**src/rtl/tts_pkg.sv**
```systemverilog
// ----------------------------------------------------------------------------
// Texture sampler package
// Shared constants, types and address helpers of the trilinear sampler.
// ----------------------------------------------------------------------------
package tts_pkg;

	localparam int MaxLog2 = 8;
	localparam int StoreDepth = ((1 << (2 * (MaxLog2 + 1))) - 1) / 3;
	localparam int AddrW = $clog2(StoreDepth);
	localparam int LvlW = 4;
	localparam int CoordOne = 65536;

	localparam logic OP_WRITE = 1'b0;
	localparam logic OP_SAMPLE = 1'b1;

	localparam logic [1:0] REG_WIDTH = 2'd0;
	localparam logic [1:0] REG_HEIGHT = 2'd1;
	localparam logic [1:0] REG_LEVELS = 2'd2;
	localparam logic [1:0] REG_READY = 2'd3;

	// One request as the front end hands it to the filter pipeline.
	typedef struct packed {
		logic             is_sample;
		logic             fallback;
		logic [LvlW-1:0]  lvl_a;
		logic [LvlW-1:0]  lvl_b;
		logic [7:0]       frac_l;
		logic [16:0]      u;
		logic [16:0]      v;
		logic [3:0]       wlog;
		logic [3:0]       hlog;
		logic [AddrW-1:0] waddr;
		logic [23:0]      wdata;
	} req_t;

	// Start of a level inside the packed mip chain.
	function automatic logic [AddrW-1:0] level_base(input logic [LvlW-1:0] lv);
		logic [AddrW-1:0] off;
		off = '0;
		for (int k = 0; k <= MaxLog2; k++) begin
			if (k < int'(lv))
				off = off + AddrW'(1 << (2 * (MaxLog2 - k)));
		end
		return off;
	endfunction

	function automatic logic [3:0] dim_log2(input logic [3:0] lg, input logic [LvlW-1:0] lv);
		return (lg > lv) ? 4'(lg - lv) : 4'd0;
	endfunction

endpackage

```
**src/rtl/tts_queue.sv**
```systemverilog
// ----------------------------------------------------------------------------
// Request queue
// Two-entry FIFO between the front end and the filter pipeline.
// ----------------------------------------------------------------------------
module tts_queue (
	input  logic          clk,
	input  logic          arst_n,
	input  logic          push,
	input  tts_pkg::req_t din,
	output logic          full,
	input  logic          pop,
	output logic          not_empty,
	output tts_pkg::req_t dout
);
	tts_pkg::req_t mem_q [2];
	logic       wp_q, rp_q;
	logic [1:0] cnt_q;

	assign full = cnt_q == 2'd2;
	assign not_empty = cnt_q != 2'd0;
	assign dout = mem_q[rp_q];

	always_ff @(posedge clk) begin
		if (push)
			mem_q[wp_q] <= din;
	end

	always_ff @(posedge clk or negedge arst_n) begin
		if (!arst_n) begin
			wp_q <= 1'b0; rp_q <= 1'b0; cnt_q <= '0;
		end else begin
			if (push) wp_q <= !wp_q;
			if (pop) rp_q <= !rp_q;
			cnt_q <= cnt_q + 2'(push) - 2'(pop);
		end
	end
endmodule

```
**config.mk**
```make
export PLATFORM = sky130hd
export DESIGN_NAME = tts_queue
export DESIGN_NICKNAME = d
export VERILOG_FILES = /design/src/rtl/tts_pkg.sv /design/src/rtl/tts_queue.sv
export SDC_FILE = /design/constraint.sdc
export NUM_CORES = 1
export LEC_CHECK = 0
export BUFFER_PORTS_ARGS = -buffer_cell sky130_fd_sc_hd__buf_2
export CORE_MARGIN = 3
export CORE_UTILIZATION = 45
export CTS_CLUSTER_SIZE = 8
export DETAILED_ROUTE_END_ITERATION = 6
export HOLD_SLACK_MARGIN = 0.06
export PLACE_DENSITY = 0.81
export SYNTH_ARGS = -nofsm -noshare
export SYNTH_HDL_FRONTEND = slang
export SYNTH_SLANG_ARGS = --single-unit
```
**constraint.sdc**
```tcl
create_clock -name clk -period 14.3 [get_ports clk]
set_input_delay 1.43 -clock clk [delete_from_list [all_inputs] [get_ports clk]]
set_output_delay 1.43 -clock clk [all_outputs]
set_load 0.02 [all_outputs]
```
# Word level (Yosys, flattened, before mapping)
# Memory sizes are Yosys's and may differ from the RTL's.
# Index checks and enable logic that the tools add are counted.
[word_totals] register_bits=4 ramBits=202 out_inout_bits=103 elab_cells=12 n_memories=1 input_bits=105
[classes] n_reduce_logical=3 eq_ne=1 muxes=2 addsub=2
[mem_list] memory="mem_q" depth=2 width=101 read_ports=1 rd_ports_with_merged_regs=0 wr=1 line="tts_queue.sv:15" source="tts_pkg::req_t mem_q [2];"
[op_table] op="2-bit by 1-bit adder with 2-bit output" n=1
[op_table] op="2-bit equality test (second input constant)" n=1
[op_table] op="1-bit logical NOT" n=2
[op_table] op="1-bit two-way mux" n=2
[op_table] op="2-bit nonzero test" n=1
[op_table] op="2-bit by 1-bit subtractor with 2-bit output" n=1

# Depth between registers and ports, before layout
[depth] word_depth=2 depth_mapped=5 mapped_depth_nobuf=5

# Least setup slack after synthesis
# OpenSTA, ideal clock, no wires.
[synth_timing] path_kind="input to register" startpoint="input port push" endpoint="memory mem_q[0][0] in the netlist's numbering (enable)" t_required_ps=13726 path_buffers=0 setup_time_ps=574 t_arrival_ps=5825 slack_ps=7901 stages=1 cell_sequence="nor2b_1"
[synth_via] elab_chain_len=2
[synth_rtl] element="from (decl)" line="tts_queue.sv:8" source="input logic push,"
[synth_rtl] element="1-bit two-way mux" line="tts_queue.sv:24" source="if (push)"
[synth_rtl] element="1-bit two-way mux (implied by the code)" line="tts_queue.sv:25" source="mem_q[wp_q] <= din;"
[synth_rtl] element="to (decl)" line="tts_queue.sv:15"
# No other way between the ends.

==> report_table.html <==
<table>
<tr><th>Metric</th><th>Value</th></tr>
<tr><th colspan="2">Status</th></tr>
<tr><td>Result of the run</td><td>completed</td></tr>
<tr><th colspan="2">Die</th></tr>
<tr><td>Die span in y</td><td>138 µm</td></tr>
<tr><td>IO Count</td><td>208</td></tr>
<tr><td>Starting utilization of the core area</td><td>0.466</td></tr>
<tr><td>Core ar.</td><td>16800 µm²</td></tr>
<tr><td>Die area</td><td>19000 µm²</td></tr>
<tr><td>Standard-cell row count</td><td>47</td></tr>
<tr><td>DIE WIDTH</td><td>138 µm</td></tr>
<tr><th colspan="2">CTS</th></tr>
<tr><td>Register clock-pin slew on the reported worst setup and hold paths</td><td>0.05 ns</td></tr>
<tr><td>Maximum root-to-sink buffer count</td><td>3</td></tr>
<tr><td>Worst-skew pair later-pin latency</td><td>0.52 ns</td></tr>
<tr><td>CTS Root Buffer Type</td><td>clkbuf_16</td></tr>
<tr><td>Clock tree from TritonCTS</td><td>yes</td></tr>
<tr><td>Gates resized, CTS repair</td><td>0</td></tr>
<tr><td>CTS sink count</td><td>206</td></tr>
<tr><td>Clock buffer count from CTS</td><td>29</td></tr>
<tr><td>Maximum level of the CTS H-tree</td><td>1</td></tr>
<tr><td>Buffers inserted by post-CTS timing repair</td><td>0</td></tr>
<tr><td>Count of hold buffers inserted by post-cts repair</td><td>0</td></tr>
<tr><th colspan="2">Logic synthesis</th></tr>
<tr><td>Yosys warning count</td><td>0</td></tr>
<tr><td>Number of nets produced by synthesis</td><td>436</td></tr>
<tr><td>Avg Synthesized Cell Area</td><td>23.7 µm²</td></tr>
<tr><td>Number of storage elements in the synthesis netlist</td><td>206</td></tr>
<tr><td>Register area share after synthesis</td><td>0.789</td></tr>
<tr><td>Post-synthesis instance total</td><td>329</td></tr>
<tr><td>Post-synthesis instance area</td><td>7810 µm²</td></tr>
<tr><td>Number of distinct library cells after synthesis</td><td>14</td></tr>
<tr><th colspan="2">Routing</th></tr>
<tr><td>Residual DRC count</td><td>0</td></tr>
<tr><td>WL final</td><td>14.4 mm</td></tr>
<tr><td>Post-route antenna net violation count</td><td>0</td></tr>
<tr><td>Via count normalized by instance count</td><td>4.79</td></tr>
<tr><td>Violation count after the first detailed-routing iteration</td><td>260</td></tr>
<tr><td>Routed vias</td><td>3854</td></tr>
<tr><td>Routed length per placed instance</td><td>17.9 µm</td></tr>
<tr><td>First-pass detailed-route iteration total</td><td>4</td></tr>
<tr><th colspan="2">Worst setup path</th></tr>
<tr><td>Dominant delay contributor by cell family on the critical path</td><td>buffers and inverters</td></tr>
<tr><td>Startpoint types</td><td>flop</td></tr>
<tr><td>CP required</td><td>12.87 ns</td></tr>
<tr><td>Delay of the slowest critical-path stage</td><td>0.93 ns</td></tr>
<tr><td>Cells along the critical path</td><td>buf_4 &gt; mux2_2 &gt; buf_2</td></tr>
<tr><td>Kind of critical path</td><td>flop to output port</td></tr>
<tr><td>Kind of end point of the critical path</td><td>output port</td></tr>
<tr><td>Register-to-Register Setup Slack</td><td>12.14 ns</td></tr>
<tr><td>Worst reg2reg startpoint</td><td>wp_q$_DFFE_PN0P_</td></tr>
<tr><td>Critical path startpoint</td><td>rp_q$_DFFE_PN0P_</td></tr>
<tr><td>Capturing point of the worst reg2reg path</td><td>mem_q[1][49]$_DFFE_PP_</td></tr>
<tr><td>Slowest library cell on the worst path</td><td>dfrtp_4</td></tr>
<tr><td>Crit-path max FO</td><td>55</td></tr>
<tr><td>Count of buffering cells on the critical path with inverters included</td><td>2</td></tr>
<tr><td>Register-to-Register Path Depth</td><td>2</td></tr>
<tr><td>Arr. time, crit path</td><td>3.00 ns</td></tr>
<tr><th colspan="2">Timing</th></tr>
<tr><td>Largest clock skew in the final design</td><td>0.0119 ns</td></tr>
<tr><td>Measured slew at the worst slew-check pin</td><td>1.00 ns</td></tr>
<tr><td>Final critical delay including setup and external delays</td><td>4.43 ns</td></tr>
<tr><td>Setup slack of the critical path after layout</td><td>9.87 ns</td></tr>
<tr><td>Endpoints failing hold</td><td>0</td></tr>
<tr><td>Accumulated negative setup slack</td><td>0 ns</td></tr>
<tr><td>Number of setup violations in the final report</td><td>0</td></tr>
<tr><td>Max transition margin</td><td>0.330</td></tr>
<tr><td>Fmax achieved</td><td>0.226 GHz</td></tr>
<tr><td>Final hold slack</td><td>0.550 ns</td></tr>
<tr><td>Setup repair after global routing missed its margin</td><td>no</td></tr>
<tr><td>Final worst path period share</td><td>0.310</td></tr>
<tr><td>Fin. max-slew vios</td><td>0</td></tr>
<tr><th colspan="2">Placed design</th></tr>
<tr><td>Final HPWL DP</td><td>9.58 mm</td></tr>
<tr><td>Pre-CTS WS</td><td>10.36 ns</td></tr>
<tr><td>Count of input and output buffers</td><td>207</td></tr>
<tr><td>Weighted congestion reported at the end of routability-driven placement</td><td>0.695</td></tr>
<tr><th colspan="2">Power</th></tr>
<tr><td>IR drop worst, VDD</td><td>0.000140 V</td></tr>
<tr><td>Pwr dens</td><td>216 nW/µm²</td></tr>
<tr><td>Leakage dissipation</td><td>3.98 nW</td></tr>
<tr><th colspan="2">Min path</th></tr>
<tr><td>Cell depth of the worst hold path</td><td>1</td></tr>
<tr><td>Worst Hold Class</td><td>flop to flop</td></tr>
<tr><td>Sink of the worst hold path</td><td>wp_q$_DFFE_PN0P_</td></tr>
<tr><td>Hold Path Origin</td><td>wp_q$_DFFE_PN0P_</td></tr>
<tr><th colspan="2">GRT</th></tr>
<tr><td>Via count of the first global-routing pass</td><td>4146</td></tr>
<tr><td>GRT Overall Usage</td><td>0.147</td></tr>
<tr><td>Global route total overflow</td><td>0</td></tr>
<tr><td>Largest net degree at the start of global routing</td><td>58</td></tr>
<tr><td>Initial antenna violation count</td><td>3</td></tr>
<tr><td>Wire length of the first global-routing pass</td><td>21.6 mm</td></tr>
<tr><th colspan="2">Job</th></tr>
<tr><td>Count of maximum capacitance violations</td><td>0</td></tr>
<tr><th colspan="2">Finish</th></tr>
<tr><td>Post-layout nets</td><td>667</td></tr>
<tr><td>Area growth, synth to finish</td><td>26.7%</td></tr>
<tr><td>Fraction of final layout cells with drive strength greater than 1</td><td>0.595</td></tr>
</table>
==> power by group <==
| part | total [W] | internal [W] | switching [W] |
|---|---|---|---|
| combinational | 0.000658 | 0.000300 | 0.000358 |
| clock | 0.000611 | 0.000383 | 0.000228 |
| sequential | 0.000867 | 0.000805 | 0.0000627 |
| total | 0.00214 | 0.00149 | 0.000649 |
==> cell families after synthesis <==
family | count (synthesis) | share of synthesized area
mux | 101 | 0.184
fa+ha+maj | 2 | 0.00320
buf+inv | 13 | 0.0147
simple gates | 4 | 0.00320
xor+xnor | 3 | 0.00529
flops | 206 | 0.789
==> per-layer routing <==
metal,part of all wire,vias up,global-route usage
met5,0.0012,-,0
met4,0.022,4,0.0494
met3,0.093,33,0.0486
met2,0.51,168,0.250
met1,0.38,1869,0.178
li1,-,1780,-
==> Yosys cell counts <==
cell | count | area [µm²]
mux2_2 | 21 | 236
nor2b_1 | 2 | 12.5
xor2_1 | 2 | 17.5
dfrtp_1 | 4 | 100
edfxtp_1 | 202 | 6070
buf_2 | 2 | 10.0
inv_1 | 2 | 7.51
buf_6 | 8 | 90.1
and2_1 | 1 | 6.26
mux2_4 | 80 | 1200
buf_4 | 1 | 7.51
or2_2 | 1 | 6.26
xor3_1 | 1 | 23.8
ha_1 | 2 | 25.0
==> placed cells by master, fill, tap and decap left out <==
cell	netlist	routed
clkbuf_16	0	29
inv_6	0	1
edfxtp_1	202	202
clkbuf_1	0	23
xor3_1	1	1
nor2b_1	2	1
buf_4	1	4
buf_2	2	207
dfrtp_4	0	1
xor2_1	2	2
ha_1	2	2
or2_2	1	1
mux2_2	21	21
diode_2	0	1
inv_1	2	2
nor2b_4	0	1
clkbuf_8	0	1
and2_4	0	1
mux2_4	80	80
dfrtp_1	4	3
==> stage by stage <==
| stage | utilization | instance area [µm²] | std cells | total power (W) |
|---|---|---|---|---|
| finish | 0.590 | 9890 | 804 | 0.00214 |
| floorplan | - | 7810 | 329 | 0.00138 |
| global route | 0.590 | 9890 | 804 | 0.00224 |
| global placement | 0.540 | 9060 | 749 | 0.00153 |
| detailed placement | 0.540 | 9060 | 749 | 0.00155 |
| CTS | 0.590 | 9890 | 803 | 0.00217 |
==> flip-flops by register name (all words and copies together), names as in the netlist <==
| signal | flops |
|---|---|
| mem_q | 202 |
| cnt_q | 2 |
| rp_q | 1 |
| wp_q | 1 |
==> area by class of cell <==
| class | count | area, µm² |
|---|---|---|
| inverters | 2 | 7.51 |
| well taps | 220 | 275 |
| multi-input cells | 110 | 1540 |
| clock buffers | 53 | 826 |
| fillers | 1274 | 6870 |
| clock inverters | 1 | 8.76 |
| flip-flops and latches | 206 | 6170 |
| repair buffers | 211 | 1070 |
| diodes | 1 | 2.50 |
==> worst max-delay path by stage <==
stage	depth (start not counted)	slack [ns]	to
floorplan	1	7.90	mem_q[0][0]$_DFFE_PP_
global placement	3	10.42	dout[100]
global route	3	9.70	dout[100]
CTS	3	9.79	dout[100]
detailed placement	3	10.36	dout[100]
finish	3	9.87	dout[100]
Power figures use the tool's default switching activity.
