### src/rtl/tts_pkg.sv
// ----------------------------------------------------------------------------
// Texture sampler package
// Shared constants, types and address helpers of the trilinear sampler.
// ----------------------------------------------------------------------------
package tts_pkg;

	localparam int MaxLog2 = 8;
	localparam int StoreDepth = ((1 << (2 * (MaxLog2 + 1))) - 1) / 3;
	localparam int AddrW = $clog2(StoreDepth);
	localparam int LvlW = 4;
	localparam int CoordOne = 65536;

	localparam logic OP_WRITE = 1'b0;
	localparam logic OP_SAMPLE = 1'b1;

	localparam logic [1:0] REG_WIDTH = 2'd0;
	localparam logic [1:0] REG_HEIGHT = 2'd1;
	localparam logic [1:0] REG_LEVELS = 2'd2;
	localparam logic [1:0] REG_READY = 2'd3;

	// One request as the front end hands it to the filter pipeline.
	typedef struct packed {
		logic             is_sample;
		logic             fallback;
		logic [LvlW-1:0]  lvl_a;
		logic [LvlW-1:0]  lvl_b;
		logic [7:0]       frac_l;
		logic [16:0]      u;
		logic [16:0]      v;
		logic [3:0]       wlog;
		logic [3:0]       hlog;
		logic [AddrW-1:0] waddr;
		logic [23:0]      wdata;
	} req_t;

	// Start of a level inside the packed mip chain.
	function automatic logic [AddrW-1:0] level_base(input logic [LvlW-1:0] lv);
		logic [AddrW-1:0] off;
		off = '0;
		for (int k = 0; k <= MaxLog2; k++) begin
			if (k < int'(lv))
				off = off + AddrW'(1 << (2 * (MaxLog2 - k)));
		end
		return off;
	endfunction

	function automatic logic [3:0] dim_log2(input logic [3:0] lg, input logic [LvlW-1:0] lv);
		return (lg > lv) ? 4'(lg - lv) : 4'd0;
	endfunction

endpackage

### src/rtl/tts_front.sv
// ----------------------------------------------------------------------------
// Sampler front end
// Holds the registers, classifies requests, clamps coordinates and level.
// ----------------------------------------------------------------------------
module tts_front (
	input  logic                 clk,
	input  logic                 arst_n,
	input  logic                 cfg_we,
	input  logic [1:0]           cfg_index,
	input  logic [3:0]           cfg_data,
	input  logic                 in_valid,
	output logic                 in_ready,
	input  logic [90:0]          in_data,
	output logic                 q_push,
	output tts_pkg::req_t        q_req,
	input  logic                 q_full
);
	logic [3:0] wlog_q, hlog_q, lvls_q;
	logic       rdy_q;
	logic [3:0] ew, eh, en, last;
	logic       op;
	logic [3:0] lv, l1, l2;
	logic [7:0] tx, ty, fl;
	logic [16:0] u, v;
	logic [11:0] lod;
	logic [3:0] wl, hl;
	logic [7:0] mx, my;
	tts_pkg::req_t r;

	always_ff @(posedge clk or negedge arst_n) begin
		if (!arst_n) begin
			wlog_q <= '0; hlog_q <= '0; lvls_q <= 4'd1; rdy_q <= 1'b0;
		end else if (cfg_we) begin
			case (cfg_index)
				tts_pkg::REG_WIDTH:  wlog_q <= cfg_data;
				tts_pkg::REG_HEIGHT: hlog_q <= cfg_data;
				tts_pkg::REG_LEVELS: lvls_q <= cfg_data;
				tts_pkg::REG_READY:  rdy_q <= cfg_data[0];
				default: ;
			endcase
		end
	end

	assign in_ready = !q_full;
	assign q_push = in_valid && !q_full;

	always_comb begin
		ew = (wlog_q > 4'(tts_pkg::MaxLog2)) ? 4'(tts_pkg::MaxLog2) : wlog_q;
		eh = (hlog_q > 4'(tts_pkg::MaxLog2)) ? 4'(tts_pkg::MaxLog2) : hlog_q;
		en = (lvls_q < 4'd1) ? 4'd1 :
		     (lvls_q > 4'(tts_pkg::MaxLog2 + 1)) ? 4'(tts_pkg::MaxLog2 + 1) : lvls_q;
		last = en - 4'd1;
		op  = in_data[0];
		lv  = in_data[4:1];
		tx  = in_data[12:5];
		ty  = in_data[20:13];
		u   = (in_data[61:45] > 17'(tts_pkg::CoordOne)) ? 17'(tts_pkg::CoordOne)
		                                                : in_data[61:45];
		v   = (in_data[78:62] > 17'(tts_pkg::CoordOne)) ? 17'(tts_pkg::CoordOne)
		                                                : in_data[78:62];
		lod = in_data[90:79];
		l1 = lod[11:8];
		fl = lod[7:0];
		if (l1 >= last) begin
			l1 = last; fl = '0;
		end
		l2 = (l1 + 4'd1 > last) ? last : l1 + 4'd1;
		wl = tts_pkg::dim_log2(ew, lv);
		hl = tts_pkg::dim_log2(eh, lv);
		mx = tx & 8'((9'd1 << wl) - 9'd1);
		my = ty & 8'((9'd1 << hl) - 9'd1);
		r.is_sample = op;
		r.lvl_a = l1;
		r.lvl_b = l2;
		r.frac_l = fl;
		r.u = u;
		r.v = v;
		r.wlog = ew;
		r.hlog = eh;
		// A sample falls back to magenta without a texture; a write at or
		// beyond the level count becomes a no-op.
		r.fallback = (op == tts_pkg::OP_SAMPLE) ? !rdy_q : (lv >= en);
		r.waddr = tts_pkg::level_base(lv) +
		          tts_pkg::AddrW'({my, 8'd0} >> lv) + tts_pkg::AddrW'(mx);
		r.wdata = {in_data[28:21], in_data[36:29], in_data[44:37]};
		q_req = r;
	end
endmodule

### config.mk
export PLATFORM = sky130hd
export DESIGN_NAME = tts_front
export DESIGN_NICKNAME = d
export VERILOG_FILES = /design/src/rtl/tts_pkg.sv /design/src/rtl/tts_front.sv
export SDC_FILE = /design/constraint.sdc
export NUM_CORES = 1
export LEC_CHECK = 0
export BUFFER_PORTS_ARGS = -buffer_cell sky130_fd_sc_hd__buf_2
export CAP_MARGIN = 20
export CORE_ASPECT_RATIO = 0.6
export CORE_UTILIZATION = 41
export CTS_CLUSTER_DIAMETER = 150
export CTS_CLUSTER_SIZE = 25
export DETAILED_ROUTE_END_ITERATION = 16
export GPL_ROUTABILITY_DRIVEN = 0
export PLACE_DENSITY = 0.79
export SETUP_SLACK_MARGIN = 0.05
export SYNTH_ARGS = -nofsm -noshare
export SYNTH_HDL_FRONTEND = slang
export SYNTH_SLANG_ARGS = --single-unit
### constraint.sdc
create_clock -name clk -period 8.9 [get_ports clk]
set_clock_uncertainty 0.05 [all_clocks]
set_input_delay 1.78 -clock clk [delete_from_list [all_inputs] [get_ports clk]]
set_output_delay 1.78 -clock clk [all_outputs]
set_load 0.01 [all_outputs]
* After elaboration in Yosys (flattened, before gate mapping) *
Index checks and enable logic that the tools add are counted.

word-level totals
  bits in registers = 13
  bits of input ports = 102
  output and inout bits = 103
  logic and storage cells = 77

cells by class
  $add $sub $neg = 16
  magnitude comparators = 20
  equal/unequal tests = 3
  shift-type cells = 3
  multiplexer cells = 21
  bitwise logic cells = 2
  reduce and logical (&&, ||, !) cells = 8

operators with widths
  kind                    number
  $mux 17                 11
  $gt 17x17->1 const B    2
  $mux 4                  8
  $add 17x1->17 const B   1
  $add 17x11->17 const B  1
  $add 17x13->17 const B  1
  $add 17x15->17 const B  1
  $add 17x17->17          1
  $add 17x3->17 const B   1
  $add 17x5->17 const B   1
  $add 17x7->17 const B   1
  $add 17x8->17           1
  $add 17x9->17 const B   1
  $shr 16x4->17           1
  $and 8x8->8             2
  $lt 3x4->1 const A      4
  $shl 1x4->8 const A     2
  $sub 8x1->8 const B     2
  $gt 4x4->1              3
  $gt 4x4->1 const B      3
  $ge 4x4->1              2
  $lt 1x4->1 const A      2
  $lt 2x4->1 const A      2
  $mux 8                  1
  other kinds (12)        18

* Longest topological paths before layout *
Gate-level depths: netlist (run 1).

  word-level depth = 20
  gate-level depth with buffers = 25
  gate-level depth less buffers = 25

* Worst setup path after synthesis (run 1) *
No wires, ideal clock.

  path type = input -> output
  from = input in_data[2]
  to = output q_req[39] in the netlist's numbering
  arrival time = 7459 ps
  path slack = -389 ps
  stages on the path = 24
  cell sequence = clkbuf_1 -> inv_1 -> clkbuf_1 -> fa_1 -> xor2_1 -> or4_4 -> a211oi_2 -> nor2_1 -> ha_1 -> nor2_1 -> o2111a_1 -> o2111ai_1 -> and3_1 -> and2_1 -> o32ai_1 -> ha_1 -> ha_1 -> fa_1 -> a211oi_1 -> o21ai_0 -> a31oi_1 -> o21ai_0 -> a221oi_1 -> xnor2_1

RTL lines
  item                line             source
  start: declaration  tts_front.sv:13  input logic [90:0] in_data,
  end: declaration    tts_front.sv:15  output tts_pkg::req_t q_req,

==> impl_metrics.json, run 1 <==
{
  "clkSinkCount": 13,
  "vias_per_cell": 5.72,
  "route.vias.total": 4161,
  "synth.avg_cell_area_um2": 7.74,
  "cpMostUsedCell": "buf_4",
  "dieArea_um2": 8980,
  "dieHeight_um": 73.8,
  "setup_violations": 0,
  "async_reset_ff_share_pct": 100,
  "synth_edf_count": 0,
  "crit_start": "in_data[1]",
  "hold_viol_final": 0,
  "final_common_cell": "buf_2",
  "crit_fanout": 6,
  "hp-class": "reg -> reg",
  "reg2regPathDepth": 1,
  "critical_path_required_ps": 7070,
  "insertedDiodeCount": 0,
  "clockBufferDepth": 2,
  "cp.buffers_inverters": 7,
  "tns_ps": 0,
  "clkTransAtPathRegs_ps": 40,
  "drc_errors": 0,
  "r2r_start": "hlog_q[3]",
  "antenna_found_initial": 0,
  "io_buffers": 156,
  "ir_worst_vdd_mv": 0.130,
  "status": "finished, final reports clean",
  "cpMaxStageDelayCell": "or4_4",
  "ys_seq_area_share_pct": 9.27,
  "holdPathStages": 1,
  "num-nets-final": 773,
  "min_from": "hlog_q[2]",
  "yosysWarnings": 0,
  "cts_buffers": 3,
  "maxSlewViolCount": 0,
  "powerDensity_nw_per_um2": 190,
  "dp_hpwl_um": 9690,
  "routed_wl_um": 12200,
  "first_global_vias": 3755,
  "yosysTopAreaCell": "ha_1",
  "cts_hold_buf": 0,
  "max_slew_margin_pct": 46.7,
  "synth_area_um2": 3520,
  "pre_cts_ws_ps": -135,
  "drive_gt1_share_pct": 42.6,
  "total_power_uw": 919,
  "fin_ws_ps": 74.0,
  "start_util_pct": 43.5,
  "syn_nets": 608,
  "ant_nets": 0,
  "path_delay_family": "adder cells",
  "critPathCaptureType": "output port",
  "first_pass_iters": 6,
  "whs_ps": 446,
  "wire_per_inst_um": 16.8,
  "grt_first_pass_wirelength_um": 18000,
  "ys_ff_latch": 13,
  "power.leakage_uw": 0.00244,
  "io_pins": 205,
  "timing.final.crit_period_ps": 8830,
  "r2r_end": "hlog_q[3]",
  "tightest_slew_ps": 790,
  "clk_latency_ps": 240,
  "cp_slowest_stage_delay_ps": 540,
  "htree_levels": 1,
  "cts_tree": "built",
  "syn_to_final_growth_pct": 36.9,
  "grt_max_degree": 20,
  "start_kind": "primary input",
  "synth_top_area_share_pct": 15.6,
  "yosysUniqueCellTypes": 65,
  "fmax_mhz": 113,
  "period_share_pct": 99.2,
  "core_area_um2": 8100,
  "layout_common_cells": "155 x buf_2, 46 x nor2b_1, 42 x buf_4",
  "synthTopCellsByArea": "ha_1 16%, dfrtp_1 8.5%, nor2b_1 8.2%, buf_4 5.3%, mux2_2 4.5%",
  "root_buffer": "clkbuf_16",
  "criticalPathCategory": "in -> out",
  "final_cell_area_um2": 4820,
  "cp.arrival_ps": 7000,
  "ff2ff_setup_slack_ps": 8010,
  "num_rows": 25,
  "rsz0062_at_grt": "true",
  "synth_top_flop_cell": "dfrtp_1",
  "overflow": 0,
  "die_w_um": 122,
  "globalRouteTotalUtil_pct": 25.4,
  "placed_area_um2": 4470,
  "drt-initial-drc-count": 402,
  "synth_cells": 455,
  "maxCapViolCount": 0,
  "min_to": "hlog_q[2]"
}
==> cells by family after synthesis <==
family                     share of synthesized area [%]
and+or+nand+nor                                     28.2
AOI/OAI and AO/OA                                   22.1
buffers and inverters                               9.59
adders and majority gates                           19.6
xor gates and xnor gates                            5.72
muxes                                               5.61
DFF                                                 9.27
==> per-layer routing <==
layer	track usage, %	vias to the layer above	wire [µm]
li1	-	1971	-
met2	41.5	239	5410
met3	5.59	51	1220
met4	7.41	0	328
met5	0	-	0
met1	33.6	1900	5240
==> final cells by class <==
class	count	area (µm²)
fill	733	3280
clock buffer	4	78.8
inverter	26	101
multi-input combinational	377	3060
sequential	13	327
tap	108	135
timing repair buffer	199	1120
==> power breakdown <==
part | internal [µW] | leakage, µW | switching, µW | total, µW
Sequential | 71.3 | 0.000152 | 9.71 | 81.0
Clock | 60.3 | 0.0000382 | 23.7 | 84.1
Combinational | 338 | 0.00225 | 415 | 753
Total | 470 | 0.00244 | 449 | 919
==> synthesized netlist by cell type, drive strengths merged, types with 8 or more instances <==
| library cell | instances |
|---|---|
| nand3 | 9 |
| nor2 | 32 |
| mux2 | 14 |
| a21o | 9 |
| nand2b | 8 |
| dfrtp | 12 |
| nand2 | 23 |
| inv | 25 |
| ha | 44 |
| nor4 | 10 |
| xnor2 | 12 |
| clkbuf | 14 |
| and3 | 9 |
| and2 | 16 |
| o21ai | 20 |
| buf | 25 |
| nor2b | 46 |
| xor2 | 11 |
| a21oi | 18 |
==> per-stage QoR <==
step           util, %  instances
6_report          59.5        727
5_1_grt           59.5        727
4_1_cts           57.8        724
3_5_place_dp      55.2        713
3_3_place_gp      55.2        713
2_1_floorplan        -        455
==> timing repair <==
action                     in CTS  in global routing
setup buffers                   7                  3
pin swaps                      24                 30
gates resized for setup        15                 26
setup endpoints to repair       5                  8
==> worst max-delay path by stage <==
stage | end | slack (ps) | cells after the start
final | q_req[37] | 70 | 27
after global routing | q_req[40] | -130 | 26
after CTS | q_req[40] | -10 | 25
after detailed placement | q_req[39] | -140 | 25
after global placement | q_req[40] | -50 | 26
after floorplan | q_req[40] | 50 | 24
==> registers in the layout, summed over array words and instances (netlist names) <==
signal	flops
hlog_q	4
lvls_q	4
wlog_q	4
rdy_q	1
(Power assumes the default switching activity.)
==> run 2, diff against run 1 <==
--- a/config.mk
+++ b/config.mk
@@ -6,7 +6,6 @@
 export NUM_CORES = 1
 export LEC_CHECK = 0
 export BUFFER_PORTS_ARGS = -buffer_cell sky130_fd_sc_hd__buf_2
-export CAP_MARGIN = 20
 export CORE_ASPECT_RATIO = 0.6
 export CORE_UTILIZATION = 41
 export CTS_CLUSTER_DIAMETER = 150
@@ -14,6 +13,7 @@
 export DETAILED_ROUTE_END_ITERATION = 16
 export GPL_ROUTABILITY_DRIVEN = 0
 export PLACE_DENSITY = 0.79
+export RECOVER_POWER = 100
 export SETUP_SLACK_MARGIN = 0.05
 export SYNTH_ARGS = -nofsm -noshare
 export SYNTH_HDL_FRONTEND = slang
==> impl_metrics.json, run 2 (synthesis results as in run 1) <==
{
  "root_buffer": "clkbuf_16",
  "core_area_um2": 8100,
  "path_delay_family": "adder cells",
  "holdPathStages": 1,
  "cts_tree": "built",
  "maxCapViolCount": 0,
  "final_common_cell": "buf_2",
  "clkSinkCount": 13,
  "r2r_start": "hlog_q[3]",
  "reg2regPathDepth": 1,
  "min_to": "hlog_q[2]",
  "crit_fanout": 6,
  "overflow": 0,
  "setup_violations": 0,
  "first_global_vias": 3755,
  "final_cell_area_um2": 4760,
  "cts_hold_buf": 0,
  "fillers": 758,
  "status": "finished, final reports clean",
  "layout_common_cells": "101 x buf_2, 55 x clkbuf_1, 46 x nor2b_1",
  "wire_per_inst_um": 16.6,
  "insertedDiodeCount": 0,
  "maxSlewViolCount": 0,
  "drive_gt1_share_pct": 33.9,
  "dp_hpwl_um": 9690,
  "die_w_um": 122,
  "r2r_end": "hlog_q[3]",
  "fin_cells": 727,
  "num_rows": 25,
  "rsz0062_at_grt": "true",
  "ff2ff_setup_slack_ps": 8010,
  "clkTransAtPathRegs_ps": 40,
  "cp.arrival_ps": 6980,
  "globalRouteTotalUtil_pct": 25.4,
  "cp_slowest_stage_delay_ps": 540,
  "drt-initial-drc-count": 434,
  "max_slew_margin_pct": 44.5,
  "route.vias.total": 4135,
  "critPathCaptureType": "output port",
  "tightest_slew_ps": 821,
  "cp.buffers_inverters": 7,
  "num-nets-final": 773,
  "cpMostUsedCell": "buf_4",
  "min_from": "hlog_q[2]",
  "criticalPathCategory": "in -> out",
  "first_pass_iters": 8,
  "start_util_pct": 43.5,
  "clockBufferDepth": 2,
  "dieHeight_um": 73.8,
  "placed_area_um2": 4470,
  "dp.cells": 713,
  "cpMaxStageDelayCell": "or4_4",
  "reg_top3": "hlog_q (4), lvls_q (4), wlog_q (4)",
  "ant_nets": 0,
  "dieArea_um2": 8980,
  "power.leakage_uw": 0.00225,
  "io_buffers": 156,
  "routed_wl_um": 12100,
  "io_pins": 205,
  "antenna_found_initial": 0,
  "syn_to_final_growth_pct": 35.0,
  "clk_latency_ps": 240,
  "powerDensity_nw_per_um2": 191,
  "fmax_mhz": 114,
  "grt_first_pass_wirelength_um": 18000,
  "hp-class": "reg -> reg",
  "critical_path_required_ps": 7070,
  "hold_viol_final": 0,
  "ir_worst_vdd_mv": 0.129,
  "cts_buffers": 3,
  "drc_errors": 0,
  "htree_levels": 1,
  "start_kind": "primary input",
  "vias_per_cell": 5.69,
  "period_share_pct": 99.0,
  "grt_max_degree": 20,
  "timing.final.crit_period_ps": 8810
}
==> run 2: layout make-up <==
class                      count  area, µm²  area share, %
sequential                    13        327           6.87
inverter                      26        101           2.13
tap                          108        135           2.84
clock buffer                   4       78.8           1.66
multi-input combinational    377       3060           64.4
timing repair buffer         199       1050           22.1
==> run 2: timing repair <==
item | CTS | global route
setup endpoints to repair | 5 | 8
pin swaps | 24 | 30
resized for setup | 15 | 26
buffers inserted | 7 | 3
==> run 2: routing by layer <==
metal  wire length [µm]  track usage (%)  share of wire, %  vias up
met1               5120             33.6                42     1881
met5                  0                0                 0        -
met4                305             7.41               2.5        0
li1                   -                -                 -     1967
met2               5400             41.5                45      242
met3               1270             5.59                11       45
==> run 2: worst max path at each step <==
stage	startpoint	slack, ps	endpoint	depth (start not counted)
after floorplan	in_data[2]	50	q_req[40]	24
after global routing	in_data[1]	-130	q_req[40]	26
final	in_data[1]	90	q_req[37]	27
after detailed placement	in_data[1]	-140	q_req[39]	25
after CTS	in_data[1]	-10	q_req[40]	25
after global placement	in_data[1]	-50	q_req[40]	26
==> run 2: report_power, final <==
group / internal [µW] / switching, µW / leakage, µW / total (µW)
registers: 71.3 / 9.68 / 0.000152 / 81.0
clock network: 60.3 / 23.4 / 0.0000382 / 83.7
logic: 331 / 413 / 0.00206 / 744
total: 462 / 447 / 0.00225 / 909
==> run 2: metrics by stage <==
step / TNS, ps / setup WS [ps] / util (%) / power (µW) / hold WS, ps
after floorplan: 0 / 54.8 / - / 533 / 421
after CTS: -13.3 / -13.3 / 57.8 / 869 / 447
after global placement: -46.3 / -46.3 / 55.2 / 735 / 432
after detailed placement: -335 / -135 / 55.2 / 763 / 437
after global routing: -308 / -131 / 58.7 / 981 / 480
final: 0 / 89.8 / 58.7 / 909 / 445
==> run 3, diff against run 2 <==
--- a/config.mk
+++ b/config.mk
@@ -7,12 +7,13 @@
 export LEC_CHECK = 0
 export BUFFER_PORTS_ARGS = -buffer_cell sky130_fd_sc_hd__buf_2
 export CORE_ASPECT_RATIO = 0.6
-export CORE_UTILIZATION = 41
+export CORE_UTILIZATION = 42
+export CTS_BUF_LIST = sky130_fd_sc_hd__clkbuf_4
 export CTS_CLUSTER_DIAMETER = 150
 export CTS_CLUSTER_SIZE = 25
 export DETAILED_ROUTE_END_ITERATION = 16
 export GPL_ROUTABILITY_DRIVEN = 0
-export PLACE_DENSITY = 0.79
+export PLACE_DENSITY = 0.8
 export RECOVER_POWER = 100
 export SETUP_SLACK_MARGIN = 0.05
 export SYNTH_ARGS = -nofsm -noshare
==> impl_metrics.json, run 3 (synthesis results as in run 1) <==
{
  "grt_max_degree": 20,
  "grt_use_met2_pct": 44.4,
  "intPower_uw": 419,
  "cpMostUsedCell": "a21oi_2",
  "die_w_um": 120,
  "first_pass_iters": 5,
  "ant_nets": 0,
  "grt_first_pass_wirelength_um": 18400,
  "timing.final.crit_period_ps": 8770,
  "first_global_vias": 3776,
  "power.leakage_uw": 0.00223,
  "tns_ps": 0,
  "period_share_pct": 98.5,
  "powerDensity_nw_per_um2": 183,
  "seqCellArea_um2": 327,
  "cpMaxStageDelayCell": "or4_4",
  "io_buffers": 156,
  "setup_violations": 0,
  "layout_common_cells": "97 x buf_2, 58 x clkbuf_1, 46 x nor2b_1",
  "hold_viol_final": 0,
  "globalRouteTotalUtil_pct": 26.2,
  "reg2regPathDepth": 1,
  "antenna_found_initial": 0,
  "critPathCaptureType": "output port",
  "grt_util_met3_pct": 3.44,
  "min_from": "hlog_q[2]",
  "root_buffer": "clkbuf_4",
  "io_pins": 205,
  "drt-initial-drc-count": 391,
  "num-nets-final": 772,
  "clkTransAtPathRegs_ps": 70,
  "maxCapViolCount": 0,
  "grt-busiest-layer": "met2",
  "num_rows": 25,
  "htree_levels": 1,
  "pwr-share-clk_pct": 4.4,
  "cts_hold_buf": 0,
  "status": "finished, final reports clean",
  "final_util_pct": 59.5,
  "hp-class": "reg -> reg",
  "netSwitchingFraction_pct": 52.0,
  "r2r_end": "hlog_q[3]",
  "cp_slowest_stage_delay_ps": 500,
  "whs_ps": 462,
  "drc_errors": 0,
  "insertedDiodeCount": 0,
  "start_kind": "primary input",
  "ff2ff_setup_slack_ps": 7990,
  "dp_hpwl_um": 9950,
  "overflow": 0,
  "vias_per_cell": 5.76,
  "criticalPathCategory": "in -> out",
  "fmax_mhz": 114,
  "maxSlewViolCount": 0,
  "routed_wl_um": 12700,
  "reg_top3": "hlog_q (4), lvls_q (4), wlog_q (4)",
  "critical_path_required_ps": 7070,
  "syn_to_final_growth_pct": 35.3,
  "multi_input_area_um2": 3140,
  "total_power_uw": 873,
  "min_to": "hlog_q[2]",
  "holdPathStages": 1,
  "crit_fanout": 6,
  "clockBufferDepth": 2,
  "fillers": 726,
  "core_area_um2": 8010,
  "wire_per_inst_um": 17.5,
  "rsz0062_at_grt": "true",
  "dieHeight_um": 72.9,
  "r2r_start": "hlog_q[3]",
  "cp.arrival_ps": 6940,
  "final_common_cell": "buf_2",
  "route.vias.total": 4185,
  "clk_latency_ps": 270,
  "met1_usage_pct": 35.3,
  "p_sw_uw": 454,
  "power_frac_comb_pct": 86.4,
  "clkSinkCount": 13,
  "cts_tree": "built",
  "ir_worst_vdd_mv": 0.0994,
  "start_util_pct": 44.0,
  "dieArea_um2": 8770,
  "drive_gt1_share_pct": 34.0,
  "pwr-share-seq_pct": 9.3,
  "cts_buffers": 3,
  "tightest_slew_ps": 780,
  "max_slew_margin_pct": 47.3
}
## run 3: how the worst max path moves through the flow
stage | slack [ps] | to | cells past startpoint | startpoint
5_1_grt | -40 | q_req[40] | 25 | in_data[1]
2_1_floorplan | 50 | q_req[40] | 24 | in_data[2]
3_5_place_dp | -130 | q_req[39] | 25 | in_data[1]
3_3_place_gp | -20 | q_req[40] | 26 | in_data[1]
6_report | 130 | q_req[40] | 25 | in_data[1]
4_1_cts | 10 | q_req[40] | 25 | in_data[1]
## run 3: per-layer routing
layer	vias up	wire, µm
met3	38	1100
met1	1959	5340
met2	230	5910
met5	-	0
li1	1958	-
met4	0	371
## run 3: power groups by stage
| stage | clock (µW) | combinational [µW] | sequential, µW |
|---|---|---|---|
| finish | 38.1 | 754 | 81.0 |
| global route | 42.1 | 816 | 82.2 |
| CTS | 39.5 | 702 | 80.5 |
| detailed placement | 0 | 678 | 81.6 |
| global placement | 0 | 647 | 80.9 |
| floorplan | 0 | 455 | 78.0 |
## run 3: critical path: cells and delay by family
family	cells	cell delay (ps)
and+or+nand+nor	4	890
AOI/OAI and AO/OA	10	2020
adders and majority gates	5	1530
xor gates and xnor gates	2	320
buffers and inverters	4	390
## run 3: repair_timing
| action | 4_1_cts | 5_1_grt |
|---|---|---|
| endpoints found under the setup margin | 5 | 8 |
| pin swaps | 21 | 30 |
| cloned | 0 | 0 |
| buffers inserted | 9 | 4 |
| resized for setup | 17 | 33 |
## run 3: layout make-up
class | instances | share of cell area (%)
repair buffers | 198 | 21.8
clock buffers | 4 | 0.630
multi-input cells | 377 | 65.8
inverters | 26 | 2.07
flip-flops and latches | 13 | 6.85
well taps | 108 | 2.83
## run 3: per-stage QoR
step / worst slack [ps] / instance area, µm² / instances
2_1_floorplan: 54.8 / 3560 / 455
3_3_place_gp: -21.4 / 4450 / 710
3_5_place_dp: -131 / 4450 / 710
4_1_cts: 13.2 / 4630 / 723
5_1_grt: -44.2 / 4770 / 726
6_report: 134 / 4770 / 726
